### src/changed_pixel_escaped_framer_assert.svh
// Assertion helpers for the framer modules; only cpef_queue uses them.
`ifndef CHANGED_PIXEL_ESCAPED_FRAMER_ASSERT_SVH
`define CHANGED_PIXEL_ESCAPED_FRAMER_ASSERT_SVH

// Same-cycle implication, disabled while reset is applied.
`define CPEF_ASSERT_IMPLY(label, clk, rst_n, cond, prop, msg) \
    label: assert property (@(posedge clk) disable iff (!rst_n) (cond) |-> (prop)) \
        else $error(msg);

// Next-cycle implication, disabled while reset is applied.
`define CPEF_ASSERT_NEXT(label, clk, rst_n, cond, prop, msg) \
    label: assert property (@(posedge clk) disable iff (!rst_n) (cond) |=> (prop)) \
        else $error(msg);

`endif

### src/cpef_pkg.sv
`timescale 1ns / 1ps

package cpef_pkg;

    // Framing bytes
    localparam logic [7:0] FRAME_START = 8'h42;
    localparam logic [7:0] ESC_BYTE    = 8'h65;
    localparam logic [7:0] RSV_HASH    = 8'h23;
    localparam logic [7:0] RSV_START   = 8'h42;
    localparam logic [7:0] RSV_ESC     = 8'h65;
    localparam logic [7:0] RSV_ESC2    = 8'h66;
    localparam logic [7:0] CODE_HASH   = 8'h01;
    localparam logic [7:0] CODE_START  = 8'h02;
    localparam logic [7:0] CODE_ESC    = 8'h03;
    localparam logic [7:0] CODE_ESC2   = 8'h04;

    // Frame field sequence
    localparam logic [2:0] FLD_START = 3'd0;
    localparam logic [2:0] FLD_X     = 3'd1;
    localparam logic [2:0] FLD_Y     = 3'd2;
    localparam logic [2:0] FLD_RED   = 3'd3;
    localparam logic [2:0] FLD_GREEN = 3'd4;
    localparam logic [2:0] FLD_BLUE  = 3'd5;

    // Queue between classifier and serializer
    localparam int QDEPTH  = 4;
    localparam int Q_PTR_W = 2;
    localparam int Q_CNT_W = 3;

    typedef struct packed {
        logic [4:0] pos_x;
        logic [4:0] pos_y;
        logic [7:0] red;
        logic [7:0] green;
        logic [7:0] blue;
    } t_pixel;

    typedef struct packed {
        logic [Q_CNT_W-1:0] count;
        logic               empty;
    } t_q_stat;

    function automatic logic is_reserved(input logic [7:0] b);
        is_reserved = (b == RSV_HASH) || (b == RSV_START) ||
                      (b == RSV_ESC) || (b == RSV_ESC2);
    endfunction

    function automatic logic [7:0] esc_code(input logic [7:0] b);
        unique case (b)
            RSV_HASH:  esc_code = CODE_HASH;
            RSV_START: esc_code = CODE_START;
            RSV_ESC:   esc_code = CODE_ESC;
            default:   esc_code = CODE_ESC2;
        endcase
    endfunction

endpackage

### src/cpef_back.sv
`timescale 1ns / 1ps

module cpef_back
    import cpef_pkg::*;
(
    input  logic       i_clk,
    input  logic       i_rst_n,
    input  logic       i_valid,
    input  t_pixel     i_pixel,
    output logic       o_pop,
    output logic       o_valid,
    input  logic       i_ready,
    output logic [7:0] o_byte,
    output logic       o_last
);

    logic [2:0] r_field;
    logic       r_esc;
    logic       r_out_valid;
    logic [7:0] r_out_byte;
    logic       r_out_last;

    logic [2:0] n_field;
    logic       n_esc;
    logic [7:0] n_out_byte;
    logic       n_out_last;
    logic       load;
    logic       advance;
    logic [7:0] cur;
    logic       rsv;

    // Select the byte of the current field
    always_comb begin
        unique case (r_field)
            FLD_START: cur = FRAME_START;
            FLD_X:     cur = {3'b0, i_pixel.pos_x};
            FLD_Y:     cur = {3'b0, i_pixel.pos_y};
            FLD_RED:   cur = i_pixel.red;
            FLD_GREEN: cur = i_pixel.green;
            default:   cur = i_pixel.blue;
        endcase
    end

    assign rsv  = (r_field != FLD_START) && is_reserved(cur);
    assign load = i_valid && (!r_out_valid || i_ready);

    // Stuff the byte: escape first, then its code
    always_comb begin
        n_esc   = r_esc;
        advance = 1'b0;
        if (rsv && !r_esc) begin
            n_out_byte = ESC_BYTE;
            n_esc      = 1'b1;
        end else if (r_esc) begin
            n_out_byte = esc_code(cur);
            n_esc      = 1'b0;
            advance    = 1'b1;
        end else begin
            n_out_byte = cur;
            advance    = 1'b1;
        end
        n_out_last = advance && (r_field == FLD_BLUE);
        n_field    = advance ? ((r_field == FLD_BLUE) ? FLD_START : r_field + 1'b1) : r_field;
    end

    assign o_pop   = load && n_out_last;
    assign o_valid = r_out_valid;
    assign o_byte  = r_out_byte;
    assign o_last  = r_out_last;

    // Hold sequencer and output register
    always_ff @(posedge i_clk) begin
        if (!i_rst_n) begin
            r_field     <= FLD_START;
            r_esc       <= 1'b0;
            r_out_valid <= 1'b0;
        end else if (load) begin
            r_field     <= n_field;
            r_esc       <= n_esc;
            r_out_valid <= 1'b1;
        end else if (i_ready) begin
            r_out_valid <= 1'b0;
        end
    end

    always_ff @(posedge i_clk) begin
        if (load) begin
            r_out_byte <= n_out_byte;
            r_out_last <= n_out_last;
        end
    end

endmodule

### config.mk
export PLATFORM = sky130hd
export DESIGN_NAME = cpef_back
export DESIGN_NICKNAME = d
export VERILOG_FILES = /design/src/changed_pixel_escaped_framer_assert.svh /design/src/cpef_pkg.sv /design/src/cpef_back.sv
export SDC_FILE = /design/constraint.sdc
export NUM_CORES = 1
export LEC_CHECK = 0
export ABC_AREA = 1
export BUFFER_PORTS_ARGS = -buffer_cell sky130_fd_sc_hd__buf_4
export CORE_UTILIZATION = 45
export CTS_CLUSTER_DIAMETER = 40
export DETAILED_ROUTE_END_ITERATION = 7
export GPL_ROUTABILITY_DRIVEN = 0
export GPL_TIMING_DRIVEN = 0
export PLACE_DENSITY = 0.76
export SYNTH_ARGS = -nofsm -noshare
export SYNTH_HDL_FRONTEND = slang
export SYNTH_SLANG_ARGS = --single-unit
export TNS_END_PERCENT = 50
### constraint.sdc
create_clock -name i_clk -period 3.8 [get_ports i_clk]
set_input_delay 0.57 -clock i_clk [delete_from_list [all_inputs] [get_ports i_clk]]
set_output_delay 0.57 -clock i_clk [all_outputs]
set_load 0.01 [all_outputs]
==> qor.yml <==
ys.warnings.count: 0
yosys.area.top_type: "edfxtp_1"
crit_type: "flop to output port"
fp.dieW_um: 52.4
crit_arrival_ns: 2.78
rrSetupSlack_ns: 1.12
numCtsBuffers: 3
place_hpwl_um: 2240
first_global_vias: 1086
rsz0062_at_grt: "false"
pin_count: 49
path_max_fanout: 10
diodes: 0
first_pass_iters: 4
setup_viol: 0
whs_endpoint: "o_valid"
synth_top_area_share_pct: 23.6
clockRootBuffer: "clkbuf_4"
end_kind: "output port"
synthCells: 173
via_count: 1254
cts.clk_slew.worst_paths_ns: 0.08
syn_to_final_growth_pct: 37.8
max_freq_mhz: 299
min_from: "o_valid"
nFillCells: 201
slew_violations: 0
reg2reg_from: "r_field[0]"
finalWirelength_um: 2710
tns_ns: 0
maxCapViolCount: 0
met3_usage_pct: 1.45
drc_errors: 0
netlist_area_mm2: 0.00114
synth_nets: 212
multi_input_area_um2: 672
grt_overflow: 0
synth_common_cells: "50 x nand2_1, 27 x nor2_1, 16 x inv_1, 10 x nand3_1, 10 x nand4_1"
die_h_um: 52.4
post_cts_resized: 0
rows: 17
htree_levels: 1
yosysSeqAreaShare_pct: 32.3
power.density_mw_per_mm2: 334
grt_pass1_wl_um: 4440
met1_usage_pct: 27.7
ys_ff_latch: 14
worstHoldPathCells: 2
wl_per_cell_um: 10.7
r2r_end: "o_byte[1]"
drtIter0Drc: 19
ir_drop_mv: 0.228
regArea_um2: 370
fin_skew_ns: 0.00212
fin_crit_ns: 3.35
coreArea_mm2: 0.00230
critPathLaunchType: "flop"
antenna_found_initial: 0
synth.most_common_cell: "nand2_1"
clkLatencyLatePin_ns: 0.28
viasPerCell: 4.94
min_path_type: "flop to flop"
async_flop_share_pct: 0
slew_headroom_pct: 62.3
finalCoreUtilization_pct: 68.7
cts_buffer_depth: 2
synthFlopType: "edfxtp_1"
cts_setup_buffers: 0
cts.sinks: 14
power.leakage_nw: 0.816
cts_tree: "built"
synth.area.top_cells: "edfxtp_1 24%, nand2_1 16%, nor2_1 8.9%"
initial_utilization_pct: 49.8
layout-drive-gt1-share_pct: 33.2
detail-route-antenna-nets: 0
grt_max_degree: 18
synth_area_per_cell_um2: 6.62
crit_start: "r_field[0]"
met2_usage_pct: 38.4
grt_usage_pct: 22.0
finalHoldViolations: 0
io_buffers: 48
grt-busiest-layer: "met2"
layout.nets: 266
post-route-period-util_pct: 88.1
yosysUniqueCellTypes: 30
required_ns: 3.23
status: "complete, no violations"
reg2reg_depth: 16
synth_edf_count: 9
dieArea_mm2: 0.00275
tightest_slew_ns: 0.566
holdBufCountCts: 0
[routing by layer]
metal  vias up  part of all wire [%]
li1        670                     -
met1       533                    45
met5         -                     0
met3         4                   5.4
met4         0                   1.4
met2        47                    48
[critical path: stages, from the launching register on]
cell and delay, ns:
dfxtp_1 0.40, buf_2 0.23, nand2_1 0.07, inv_1 0.05, ha_1 0.13, clkbuf_1 0.30, nand2_1 0.09, a21oi_1 0.31
nand2_1 0.14, nor2_1 0.11, nand2_1 0.11, nand4_2 0.15, nand3_4 0.13, nand2_1 0.11, nor2_1 0.05, buf_4 0.13
[layout by cell type (no fill, tap or decap), types with 2 or more instances in the layout]
cell      instances
inv_1            16
nand4_1          10
dfxtp_1           5
nand2_2           6
o21ai_0           4
clkbuf_4          3
buf_6             2
a21oi_1           8
nand3_1          10
nand2_1          50
edfxtp_1          9
nor2_1           27
or2_1             4
nand2_4           2
buf_2             2
nor2_2            4
buf_4            49
[area by class of cell]
cell class                 count  area share (%)
clock buffer                   3            1.43
timing repair buffer          49            23.6
multi-input combinational    136            42.6
clock inverter                 1           0.238
inverter                      18            4.44
sequential                    14            23.5
tap                           28            2.22
buffer                         5            2.06
[flip-flops by register name (all words and copies together), names as in the netlist]
signal	flops
o_byte	8
r_field	3
o_last	1
o_valid	1
r_esc	1
[power breakdown]
| part | internal [mW] | switching, mW | total [mW] |
|---|---|---|---|
| clock | 0.0381 | 0.0465 | 0.0846 |
| sequential | 0.188 | 0.00767 | 0.195 |
| combinational | 0.106 | 0.142 | 0.248 |
[cell families (layout without fill, tap and decap cells)]
group	count (synthesis)	in the layout	share of synthesized area [%]
flip-flops	14	14	32.4
AND/OR/NAND/NOR	119	119	49.7
buffers and inverters	23	76	8.96
adder cells (fa/ha/maj)	1	1	1.09
AO/OA/AOI/OAI	16	16	7.87
[through the flow]
stage / cells / area (um^2) / worst slack, ns / hold WS [ns] / power (mW)
detailed placement: 249 / 1540 / 0.783 / 0.545 / 0.446
floorplan: 173 / 1140 / 1.17 / 0.526 / 0.363
CTS: 253 / 1570 / 0.448 / 0.543 / 0.530
finish: 254 / 1580 / 0.452 / 0.544 / 0.528
global route: 254 / 1580 / 0.121 / 0.553 / 0.570
global placement: 249 / 1540 / 0.823 / 0.495 / 0.440
[how the worst max path moves through the flow]
stage                 end
floorplan           o_pop
global placement    o_pop
detailed placement  o_pop
CTS                 o_pop
global route        o_pop
finish              o_pop
(Power assumes the default switching activity.)
