File: src/changed_pixel_escaped_framer_assert.svh
// Assertion helpers for the framer modules; only cpef_queue uses them.
`ifndef CHANGED_PIXEL_ESCAPED_FRAMER_ASSERT_SVH
`define CHANGED_PIXEL_ESCAPED_FRAMER_ASSERT_SVH

// Same-cycle implication, disabled while reset is applied.
`define CPEF_ASSERT_IMPLY(label, clk, rst_n, cond, prop, msg) \
    label: assert property (@(posedge clk) disable iff (!rst_n) (cond) |-> (prop)) \
        else $error(msg);

// Next-cycle implication, disabled while reset is applied.
`define CPEF_ASSERT_NEXT(label, clk, rst_n, cond, prop, msg) \
    label: assert property (@(posedge clk) disable iff (!rst_n) (cond) |=> (prop)) \
        else $error(msg);

`endif

File: src/cpef_pkg.sv
`timescale 1ns / 1ps

package cpef_pkg;

    // Framing bytes
    localparam logic [7:0] FRAME_START = 8'h42;
    localparam logic [7:0] ESC_BYTE    = 8'h65;
    localparam logic [7:0] RSV_HASH    = 8'h23;
    localparam logic [7:0] RSV_START   = 8'h42;
    localparam logic [7:0] RSV_ESC     = 8'h65;
    localparam logic [7:0] RSV_ESC2    = 8'h66;
    localparam logic [7:0] CODE_HASH   = 8'h01;
    localparam logic [7:0] CODE_START  = 8'h02;
    localparam logic [7:0] CODE_ESC    = 8'h03;
    localparam logic [7:0] CODE_ESC2   = 8'h04;

    // Frame field sequence
    localparam logic [2:0] FLD_START = 3'd0;
    localparam logic [2:0] FLD_X     = 3'd1;
    localparam logic [2:0] FLD_Y     = 3'd2;
    localparam logic [2:0] FLD_RED   = 3'd3;
    localparam logic [2:0] FLD_GREEN = 3'd4;
    localparam logic [2:0] FLD_BLUE  = 3'd5;

    // Queue between classifier and serializer
    localparam int QDEPTH  = 4;
    localparam int Q_PTR_W = 2;
    localparam int Q_CNT_W = 3;

    typedef struct packed {
        logic [4:0] pos_x;
        logic [4:0] pos_y;
        logic [7:0] red;
        logic [7:0] green;
        logic [7:0] blue;
    } t_pixel;

    typedef struct packed {
        logic [Q_CNT_W-1:0] count;
        logic               empty;
    } t_q_stat;

    function automatic logic is_reserved(input logic [7:0] b);
        is_reserved = (b == RSV_HASH) || (b == RSV_START) ||
                      (b == RSV_ESC) || (b == RSV_ESC2);
    endfunction

    function automatic logic [7:0] esc_code(input logic [7:0] b);
        unique case (b)
            RSV_HASH:  esc_code = CODE_HASH;
            RSV_START: esc_code = CODE_START;
            RSV_ESC:   esc_code = CODE_ESC;
            default:   esc_code = CODE_ESC2;
        endcase
    endfunction

endpackage

File: src/cpef_queue.sv
`timescale 1ns / 1ps
`include "changed_pixel_escaped_framer_assert.svh"

module cpef_queue
    import cpef_pkg::*;
(
    input  logic    i_clk,
    input  logic    i_rst_n,
    input  logic    i_push,
    input  t_pixel  i_pixel,
    input  logic    i_pop,
    output t_pixel  o_pixel,
    output t_q_stat o_stat
);

    t_pixel             r_mem [QDEPTH];
    logic [Q_PTR_W-1:0] r_wr_ptr;
    logic [Q_PTR_W-1:0] r_rd_ptr;
    logic [Q_CNT_W-1:0] r_count;

    assign o_pixel      = r_mem[r_rd_ptr];
    assign o_stat.count = r_count;
    assign o_stat.empty = (r_count == '0);

    // Store pushed pixels
    always_ff @(posedge i_clk) begin
        if (i_push) begin
            r_mem[r_wr_ptr] <= i_pixel;
        end
    end

    // Advance pointers and occupancy
    always_ff @(posedge i_clk) begin
        if (!i_rst_n) begin
            r_wr_ptr <= '0;
            r_rd_ptr <= '0;
            r_count  <= '0;
        end else begin
            if (i_push) begin
                r_wr_ptr <= r_wr_ptr + 1'b1;
            end
            if (i_pop) begin
                r_rd_ptr <= r_rd_ptr + 1'b1;
            end
            if (i_push && !i_pop) begin
                r_count <= r_count + 1'b1;
            end else if (!i_push && i_pop) begin
                r_count <= r_count - 1'b1;
            end
        end
    end

    `CPEF_ASSERT_IMPLY(a_no_overflow, i_clk, i_rst_n, i_push && !i_pop, r_count < Q_CNT_W'(QDEPTH), "queue push while full")
    `CPEF_ASSERT_IMPLY(a_no_underflow, i_clk, i_rst_n, i_pop, r_count != '0, "queue pop while empty")
    `CPEF_ASSERT_NEXT(a_count_track, i_clk, i_rst_n, i_push && !i_pop, r_count == $past(r_count) + 1'b1, "queue count did not grow on push")

endmodule

File: config.mk
export PLATFORM = sky130hd
export DESIGN_NAME = cpef_queue
export DESIGN_NICKNAME = d
export VERILOG_FILES = /design/src/cpef_pkg.sv /design/src/cpef_queue.sv
export VERILOG_INCLUDE_DIRS = /design/src /design/src/src
export SDC_FILE = /design/constraint.sdc
export NUM_CORES = 1
export LEC_CHECK = 0
export BUFFER_PORTS_ARGS = -buffer_cell sky130_fd_sc_hd__clkbuf_2
export CORE_MARGIN = 1
export CORE_UTILIZATION = 50
export DETAILED_ROUTE_END_ITERATION = 8
export MAX_ROUTING_LAYER = met4
export PLACE_DENSITY = 0.78
export SYNTH_ARGS = -nofsm -noshare
export SYNTH_HDL_FRONTEND = slang
export SYNTH_SLANG_ARGS = --single-unit
File: constraint.sdc
create_clock -name i_clk -period 2.23 [get_ports i_clk]
set_input_delay 0.669 -clock i_clk [delete_from_list [all_inputs] [get_ports i_clk]]
set_output_delay 0.669 -clock i_clk [all_outputs]
set_load 0.05 [all_outputs]
==> results.md, run 1 <==
- Outcome: finished with violations
- Failing checks: negative setup slack
- Top cell type's share of synthesized area: around three quarters
- First-pass GRT wire length: between 10,000 and 15,000 um
- Final setup viols: 34
- Top cells by area in the synthesized netlist: edfxtp_1, mux4_2, dfxtp_1
- Rel. slew slack: about four fifths
- Final Skew: between 0.006 and 0.007 ns
- Compound-Gate Fraction of Synth Area: 0.232%
- Clk_lat worst skew: around 0.5 ns
- Nets@finish: approximately 370
- DRT Wirelength: 9260 um
- CTS tree: yes
- Max Fanout on Critical Path: 6
- Synth cell count leaders: edfxtp_1, mux4_2, and2_1, dfxtp_1, ha_1
- H-tree depth: 4
- Post-Synth Simple-Gate Area: ~1.6%
- Fmax: 0.391 GHz
- Total GRT Usage: 19.2%
- Antenna cells: 0
- Seq/Total Area, Yosys: around 79%
- Final ANT Viol Nets: 0
- Clk buf depth: 2
- Clock sink count: between 100 and 150
- Clock share of power: 39.9%
- Hold Buf Count CTS: 0
- Number of port buffers: 75
- Worst EP arrival: 1.89 ns
- LEAKAGE: roughly 2.5 nW
- Mux share of post-synthesis cell area: between 10 and 15%
- Syn nets: around 260
- Max VDD drop: between 700 and 800 uV
- Largest net degree at the start of global routing: 35
- Clock-pin slew on the worst setup and hold paths: 0.06 ns
- Core area: around 10,000 um2
- HPWL Detailed: 5430 um
- Post-Synth Adder-Cell Area: roughly 1.5%
- Final min period: roughly 2.6 ns
- Share of cells above drive strength 1: between 40% and 50%
- Flop pwr share: between 40% and 50%
- Max Cap Viol: 0
- Switching share of power: approximately a quarter
- Worst slew pin tran: 0.289 ns
- Die height: approximately 110 um
- Synth area leader: edfxtp_1
- Area grow syn2layout: 29.5%
- Mapped Area: 5390 um2
- Crit-path slowest cell: mux4_2
- FF-to-FF setup slack: 0.73 ns
- Cells after Synth: 220
- Asr flop ratio synth: 0%
- Top-count cell post-synth: edfxtp_1
- Congestion Overflow GR: 0
- Avg WL per Cell: between 15 and 20 um
- Power Density: 1040 nW/um2
- Switch Pwr: between 1.5 and 2 mW
- Starting density of the core: between 50% and 60%
- Synth Flop Type: edfxtp_1
- I/O pin count: 76
- Final Max Slew Viols: 0
- RePlAce Congestion: around 0.68
- Fraction of the cycle the final worst path needs: 115%
- Router iterations before antenna repair: 4
- Worst Setup Start Kind: flip-flop
- RSZ-0062 raised after global routing: true
- Site Rows: 37
- Die width: ~110 um
- Via count: around 2,500
- Crit end category: output pin
- Die Area: around 11,000 um2
- Syn avg cell area: between 20 and 25 um2
- Vias per inst: 5.30
- XOR/XNOR Fraction of Synth Area: less than 1%
- DRT iter0 DRCs: around 140
- CP Class: reg2out
- Post-route DRC: 0
- CP delay by family, top: multiplexers
- Worst setup margin: -0.329 ns
- Yosys warning count: 0
- Critical path's largest stage delay: between 0.5 and 0.6 ns
- Logic pwr share: between 10% and 20%
- Total Neg Setup Slack: -9.01 ns
- Buf/Inv on CP: 3
- Critical Path RT: approximately 1.6 ns
- Clk Tree Root Cell: clkbuf_8
- Synth Register Bits: around 150
- EDFF count, synth: approximately 140
- Filler instances: between 600 and 700
- Largest family of logic cells by synthesized area: multiplexers
- Initial antenna violation count: 0
- Distinct cells, synth: 21
- Pint: approximately 5.4 mW
- Worst Hold Class: in2reg
- Crit path cell chain: buf_12, buf_16, mux4_2, buf_8
- Hold WS: 0.376 ns
- Final Hold Viols: 0
- CTS buffer count: 17
- Vias in the first global route: roughly 2,700
-- what timing repair did --
action / in CTS / in global routing
cloned: 3 / 0
resized for setup: 71 / 22
buffers inserted: 2 / 1
setup endpoints to repair: 34 / 34
-- area by class of cell --
cell class	instances	area, um2	share of cell area, %
sequential	145	4270	61.1
inverter	4	15.0	0.215
tap	136	170	2.44
clock inverter	14	204	2.92
multi-input combinational	63	1020	14.6
timing repair buffer	92	891	12.8
clock buffer	17	414	5.93
-- power groups by stage --
stage	clock (mW)	sequential, mW	combinational, mW
3_5_place_dp	0	3.23	0.962
3_3_place_gp	0	3.22	0.951
5_1_grt	3.04	3.19	1.24
2_1_floorplan	0	3.25	0.698
4_1_cts	2.93	3.17	1.17
6_report	2.89	3.17	1.19
-- final timing paths --
kind                                   from           end  cells after the start
worst max-delay path              flip-flop   o_pixel[21]                      4
worst min-delay path            i_pixel[11]  r_mem[3][11]                      1
worst max register to register   r_count[0]    r_count[2]                      4
worst min register to register   r_count[2]    r_count[2]                      2
-- cells by family (layout without fill, tap and decap cells) --
logic type / count (synthesis) / in the layout
flip-flops: 145 / 145
multiplexers: 36 / 36
AND/OR/NAND/NOR: 14 / 14
buffers and inverters: 12 / 127
adder cells (fa/ha/maj): 6 / 6
XOR/XNOR: 5 / 5
AO/OA/AOI/OAI: 2 / 2
-- sequential cells by signal, summed over array words and instances (netlist names), named ones only --
signal    cells
r_mem       136
r_count       3
r_wr_ptr      2
r_rd_ptr      2
-- layout by cell type, fill, tap and decap left out, types with 2 or more instances in the layout --
cell,count
buf_12,4
and2_2,4
clkinv_4,5
nor2b_1,2
mux2i_1,2
buf_4,10
clkbuf_2,41
ha_1,5
edfxtp_1,136
dfxtp_1,7
mux4_2,33
clkbuf_4,5
inv_1,4
bufinv_16,4
xor2_1,3
xnor2_1,2
buf_8,22
clkbuf_16,16
inv_6,4
buf_16,2
clkbuf_8,8
and2_1,5
-- routing by layer --
layer | track usage, % | wire length [um] | up-vias
met5 | - | 0 | -
met4 | 6.75 | 173 | 0
met3 | 5.07 | 362 | 16
met2 | 30.5 | 4820 | 80
met1 | 24.1 | 3900 | 1272
li1 | - | - | 1127
-- metrics by stage --
step	power, mW	area, um2	worst slack [ns]	cells	utilization (%)
finish	7.25	6990	-0.329	471	67.4
global route	7.47	6990	-0.399	471	67.4
CTS	7.28	6990	-0.360	472	67.4
detailed placement	4.19	5980	0.0858	436	57.7
global placement	4.17	5980	0.137	436	57.7
floorplan	3.95	5400	0.284	220	-
(Power assumes the default switching activity.)
==> run 2: changes to the inputs <==
--- a/config.mk
+++ b/config.mk
@@ -12,6 +12,7 @@
 export DETAILED_ROUTE_END_ITERATION = 8
 export MAX_ROUTING_LAYER = met4
 export PLACE_DENSITY = 0.78
+export REMOVE_ABC_BUFFERS = 1
 export SYNTH_ARGS = -nofsm -noshare
 export SYNTH_HDL_FRONTEND = slang
 export SYNTH_SLANG_ARGS = --single-unit
==> run 2 against run 1 <==
  * The flow still finishes with violations (negative setup slack)
  * Routed wire length decreased by 2.3%
  * Register-to-register slack worse by 0.03 ns
  * Die area unchanged
  * Worst setup slack better by 0.048 ns
  * Sequential power barely moved
==> results.md, run 2 (synthesized netlist as in run 1, its figures left out) <==
- Outcome: finished with violations
- Failing checks: negative setup slack
- Core area: 10,400 um2 (unchanged)
- HPWL Detailed: 5140 um (-5.4%)
- Clk buf depth: 2 (unchanged)
- Vias in the first global route: 2,732 (+1.9%)
- Switch Pwr: 1.75 mW (-2.9%)
- Worst Setup Start Kind: flip-flop
- Flop pwr share: 44.0% (+0.2 points)
- Antenna cells: 0 (unchanged)
- H-tree depth: 4 (unchanged)
- First-pass GRT wire length: 13,800 um (-6.2%)
- Global Route met2 Usage: 28.4% (-2.1 points)
- Via count: 2,505 (+0.40%)
- Congestion Overflow GR: 0 (unchanged)
- Largest net degree at the start of global routing: 35 (unchanged)
- Worst slack, placed: 0.0434 ns (-0.0424 ns)
- Die width: 106 um (unchanged)
- Fraction of the cycle the final worst path needs: 113% (-2.2 points)
- Vias per inst: 5.38 (+1.5%)
- Worst Hold Class: in2reg
- Fmax: 0.398 GHz (+1.9%)
- Fin cells: 466 (-1.1%)
- DRT iter0 DRCs: 111 (-19%)
- LEAKAGE: 2.45 nW (-0.99%)
- Most common cell after layout, fill and taps aside: edfxtp_1
- R2R Path Start: r_count[0]
- Final Max Slew Viols: 0 (unchanged)
- Met1 usage: 21.5% (-2.6 points)
- CTS buffer count: 17 (unchanged)
- Critical Path RT: 1.56 ns (about the same)
- Total GRT Usage: 17.9% (-1.3 points)
- Final Hold Viols: 0 (unchanged)
- Clk Tree Root Cell: clkbuf_8
- Worst slew pin tran: 0.285 ns (-0.00418 ns)
- Worst EP arrival: 1.84 ns (-0.05 ns)
- Final Skew: 0.00904 ns (+0.00294 ns)
- Filler instances: 692 (+1.6%)
- HP Start: i_pixel[11]
- Commonest cells after routing, fill and taps aside: edfxtp_1, clkbuf_2, mux4_2
- Clk_lat worst skew: 0.51 ns (about the same)
- GR Util met3: 5.88% (+0.80 points)
- Max VDD drop: 538 uV (-28%)
- RSZ-0062 raised after global routing: true
- Fin util: 67.5% (+0.12 points)
- Crit-path slowest cell: mux4_2
- CTS tree: yes
- Area grow syn2layout: 29.8%
- CP Class: reg2out
- Final ANT Viol Nets: 0 (unchanged)
- Final setup viols: 34 (unchanged)
- Initial antenna violation count: 0 (unchanged)
- Max Fanout on Critical Path: 8 (+2)
- Largest Register: r_mem
- RePlAce Congestion: 0.668 (-1.5%)
- Power Density: 1030 nW/um2 (-0.51%)
- Final min period: 2.51 ns (-0.0482 ns)
- Site Rows: 37 (unchanged)
- Post-route DRC: 0 (unchanged)
- Clock-pin slew on the worst setup and hold paths: 0.06 ns (about the same)
- Router iterations before antenna repair: 4 (unchanged)
- Avg WL per Cell: 19.4 um (-1.2%)
- Logic pwr share: 16.5% (about the same)
- DRT Wirelength: 9050 um (-2.3%)
- Rel. slew slack: 81.0% (+0.28 points)
- Pint: 5.47 mW (+0.53%)
- CP delay by family, top: multiplexers
- Max Cap Viol: 0 (unchanged)
- Max reg flops: 136 (unchanged)
- Hold Buf Count CTS: 0 (unchanged)
- Switching share of power: 24.2% (-0.65 points)
- Total power: 7.22 mW (-0.33%)
- Share of cells above drive strength 1: 47.3% (-1.4 points)
- I/O pin count: 76 (unchanged)
- Clock share of power: 39.5% (-0.4 points)
- Die height: 106 um (unchanged)
- Die Area: 11,200 um2 (unchanged)
- Crit end category: output pin
- Crit path cell chain: buf_12, mux4_2, buf_8
- Starting density of the core: 52.0% (unchanged)
- Critical path's largest stage delay: 0.56 ns (+0.03 ns)
- Gr busiest metal: met2
- Dpl cells: 432 (-0.92%)
- Worst setup margin: -0.280 ns (+0.0482 ns)
- Clock sink count: 145 (unchanged)
- Regs by FF count: r_mem (136), r_count (3)
- Number of port buffers: 75 (unchanged)
- Nets@finish: 361 (-1.6%)
- Buf/Inv on CP: 2 (-1)
-- run 2: final cells by class --
class / instances / area (um2) / share of cell area [%]
Tap cell: 136 / 170 / 2.43
Timing Repair Buffer: 86 / 915 / 13.1
Clock buffer: 19 / 432 / 6.17
Multi-Input combinational cell: 63 / 1010 / 14.5
Inverter: 4 / 15.0 / 0.215
Clock inverter: 13 / 184 / 2.63
Sequential cell: 145 / 4270 / 61.0
-- run 2: path summary, 6_finish.rpt --
path         depth (start not counted)  slack, ns            to
min reg2reg                          2       0.54    r_count[2]
min                                  1       0.38  r_mem[1][11]
max reg2reg                          4       0.70    r_count[2]
max                                  3      -0.28    o_pixel[8]
-- run 2: stage by stage --
step	hold WS [ns]	area (um2)	TNS (ns)
5_1_grt	0.354	7000	-10.52
6_report	0.377	7000	-8.27
3_3_place_gp	0.498	6010	0
4_1_cts	0.354	6960	-9.32
2_1_floorplan	0.528	5300	-25.62
3_5_place_dp	0.538	6010	0
-- run 2: power groups by stage --
stage / registers (mW) / clock network [mW] / logic, mW
2_1_floorplan: 3.28 / 0 / 0.626
3_3_place_gp: 3.21 / 0 / 0.960
3_5_place_dp: 3.23 / 0 / 0.971
4_1_cts: 3.17 / 2.91 / 1.16
5_1_grt: 3.19 / 3.02 / 1.25
6_report: 3.17 / 2.85 / 1.19
-- run 2: repair_timing --
item	CTS	global route
gates cloned	1	1
setup endpoints to repair	34	34
buffers inserted	1	0
gates resized for setup	75	28
-- run 2: per-layer routing --
layer / vias to the layer above / wire length [um]
met1: 1295 / 3810
met2: 88 / 4640
met4: 0 / 113
li1: 1110 / -
met5: - / 0
met3: 12 / 483
-- run 2: worst register-to-register path, stage by stage, from the launching register on --
cell,delay [ns]
dfxtp_1,0.35
fa_1,0.44
xor2_1,0.18
or3_1,0.30
a21boi_0,0.19
==> run 3: changes to the inputs <==
--- a/config.mk
+++ b/config.mk
@@ -13,6 +13,8 @@
 export MAX_ROUTING_LAYER = met4
 export PLACE_DENSITY = 0.78
 export REMOVE_ABC_BUFFERS = 1
+export SLEW_MARGIN = 30
 export SYNTH_ARGS = -nofsm -noshare
 export SYNTH_HDL_FRONTEND = slang
 export SYNTH_SLANG_ARGS = --single-unit
+export TNS_END_PERCENT = 5
==> run 3 against run 2 <==
  * The flow still finishes with violations (negative setup slack)
  * Core utilization stayed put
  * First-iteration DRC count down 3.6%
  * Hold slack improved by 0.0015 ns
  * Clock-buffer cell count unchanged
  * Final cell count unchanged
  * Final area stayed put
  * Combinational power barely moved
  * Routed wire length up 0.14%
  * Critical path type unchanged
==> results.md, run 3 (synthesized netlist as in run 1, its figures left out) <==
- Worst Hold Class: in2reg
- Total GRT Usage: 17.9% (unchanged)
- Failing checks: negative setup slack
- Fmax: 0.399 GHz (+0.27%)
- Final setup viols: 34 (unchanged)
- Die width: 106 um (unchanged)
- Vias per inst: 5.35 (-0.40%)
- Clk_lat worst skew: 0.51 ns (about the same)
- Final Skew: 0.00883 ns (-0.000211 ns)
- Worst slew pin tran: 0.284 ns (-0.00141 ns)
- Clk buf depth: 2 (unchanged)
- LEAKAGE: 2.45 nW (unchanged)
- Nets@finish: 361 (unchanged)
- Hold path cells: 1 (unchanged)
- Share of cells above drive strength 1: 47.3% (unchanged)
- Starting density of the core: 52.0% (unchanged)
- CTS tree: yes
- Vias in the first global route: 2,734 (+0.073%)
- Router iterations before antenna repair: 4 (unchanged)
- Most common cell after layout, fill and taps aside: edfxtp_1
- Max Cap Viol: 0 (unchanged)
- Die height: 106 um (unchanged)
- Outcome: finished with violations
- FF-to-FF setup slack: 0.70 ns (about the same)
- Congestion Overflow GR: 0 (unchanged)
- Critical path's largest stage delay: 0.54 ns (-0.02 ns)
- Worst slack, placed: 0.0434 ns (unchanged)
- Crit-path slowest cell: mux4_2
- Rel. slew slack: 81.1% (+0.094 points)
- DRT iter0 DRCs: 107 (-3.6%)
- HPWL Detailed: 5140 um (unchanged)
- Initial antenna violation count: 0 (unchanged)
- Final ANT Viol Nets: 0 (unchanged)
- I/O pin count: 76 (unchanged)
- HP Start: i_pixel[11]
- Reg2Reg Depth: 4 (unchanged)
- Clock-pin slew on the worst setup and hold paths: 0.06 ns (about the same)
- RSZ-0062 raised after global routing: true
- Multi-input gate area: 1010 um2 (unchanged)
- Sequential cell area: 4270 um2 (unchanged)
- Largest net degree at the start of global routing: 35 (unchanged)
- Hold Buf Count CTS: 0 (unchanged)
- Via count: 2,495 (-0.40%)
- Max reg flops: 136 (unchanged)
- Final min period: 2.50 ns (-0.00665 ns)
- Avg WL per Cell: 19.5 um (+0.14%)
- Max Fanout on Critical Path: 6 (-2)
- Area grow syn2layout: 29.8% (unchanged)
- Filler instances: 692 (unchanged)
- First-pass GRT wire length: 13,800 um (unchanged)
- Number of port buffers: 75 (unchanged)
- Max VDD drop: 538 uV (about the same)
- Total power: 7.22 mW (about the same)
- Worst EP arrival: 1.83 ns (about the same)
- CTS buffer count: 17 (unchanged)
- Critical Path RT: 1.56 ns (about the same)
- Crit end category: output pin
- Post-route DRC: 0 (unchanged)
- Die Area: 11,200 um2 (unchanged)
- RR Endpoint: r_count[2]
- Hold EP: r_mem[1][11]
- R2R Path Start: r_count[0]
- Largest Register: r_mem
- RePlAce Congestion: 0.668 (unchanged)
- DRT Wirelength: 9070 um (+0.14%)
- Core area: 10,400 um2 (unchanged)
- Clock sink count: 145 (unchanged)
- Clk Tree Root Cell: clkbuf_8
- Antenna cells: 0 (unchanged)
- Fraction of the cycle the final worst path needs: 112% (-0.30 points)
- Worst Setup Start Kind: flip-flop
- Final Hold Viols: 0 (unchanged)
- Final Max Slew Viols: 0 (unchanged)
- H-tree depth: 4 (unchanged)
- Worst setup margin: -0.274 ns (+0.00665 ns)
- Regs by FF count: r_mem (136), r_count (3)
- CP Class: reg2out
- Power Density: 1030 nW/um2 (about the same)
- Site Rows: 37 (unchanged)
- Commonest cells after routing, fill and taps aside: edfxtp_1, clkbuf_2, mux4_2
- Crit path cell chain: clkbuf_16, mux4_2, buf_8
-- run 3: worst max path at each step --
stage | start | to | slack (ns) | cells past startpoint
after detailed placement | i_pop | r_count[2] | 0.04 | 8
after floorplan | flip-flop | o_pixel[23] | -0.88 | 1
after global routing | flip-flop | o_pixel[11] | -0.34 | 3
final | flip-flop | o_pixel[11] | -0.27 | 3
after global placement | i_pop | r_count[2] | 0.14 | 8
after CTS | flip-flop | o_pixel[1] | -0.34 | 4
-- run 3: stage by stage --
stage / instance area (um2) / cells / utilization, % / setup TNS, ns / hold WS (ns)
global placement: 6010 / 432 / 58.0 / 0 / 0.498
global route: 7000 / 466 / 67.5 / -10.52 / 0.354
detailed placement: 6010 / 432 / 58.0 / 0 / 0.538
floorplan: 5300 / 212 / - / -25.62 / 0.528
CTS: 6960 / 466 / 67.1 / -9.32 / 0.354
finish: 7000 / 466 / 67.5 / -8.20 / 0.378
-- run 3: final cells by class --
cell class | count | share of cell area, %
Multi-Input combinational cell | 63 | 14.5
Inverter | 4 | 0.215
Tap cell | 136 | 2.43
Timing Repair Buffer | 86 | 13.1
Clock buffer | 19 | 6.17
Clock inverter | 13 | 2.63
Sequential cell | 145 | 61.0
-- run 3: where the power goes --
part           leakage [nW]  internal [mW]  switching, mW  total (mW)
Clock                 0.296           1.85           1.01        2.85
Sequential             1.32           3.12         0.0513        3.17
Combinational         0.829          0.504          0.691        1.19
Total                  2.45           5.47           1.75        7.22
-- run 3: worst max-delay path: cells and delay by family, from the launching register on --
family   cells  cell delay, ns
buf+inv      2            0.36
flops        1            0.43
mux          1            0.54
-- run 3: timing repair --
item                       4_1_cts  5_1_grt
cloned                           1        1
buffers inserted                 1        0
gates resized for setup         75       28
setup endpoints to repair       34       34
-- run 3: routing by layer --
layer | share of wire, % | GRT usage (%) | vias up
li1 | - | - | 1109
met1 | 43 | 21.5 | 1287
met2 | 50 | 28.4 | 85
met3 | 4.7 | 5.88 | 14
met4 | 1.6 | 7.14 | 0
met5 | 0 | - | -
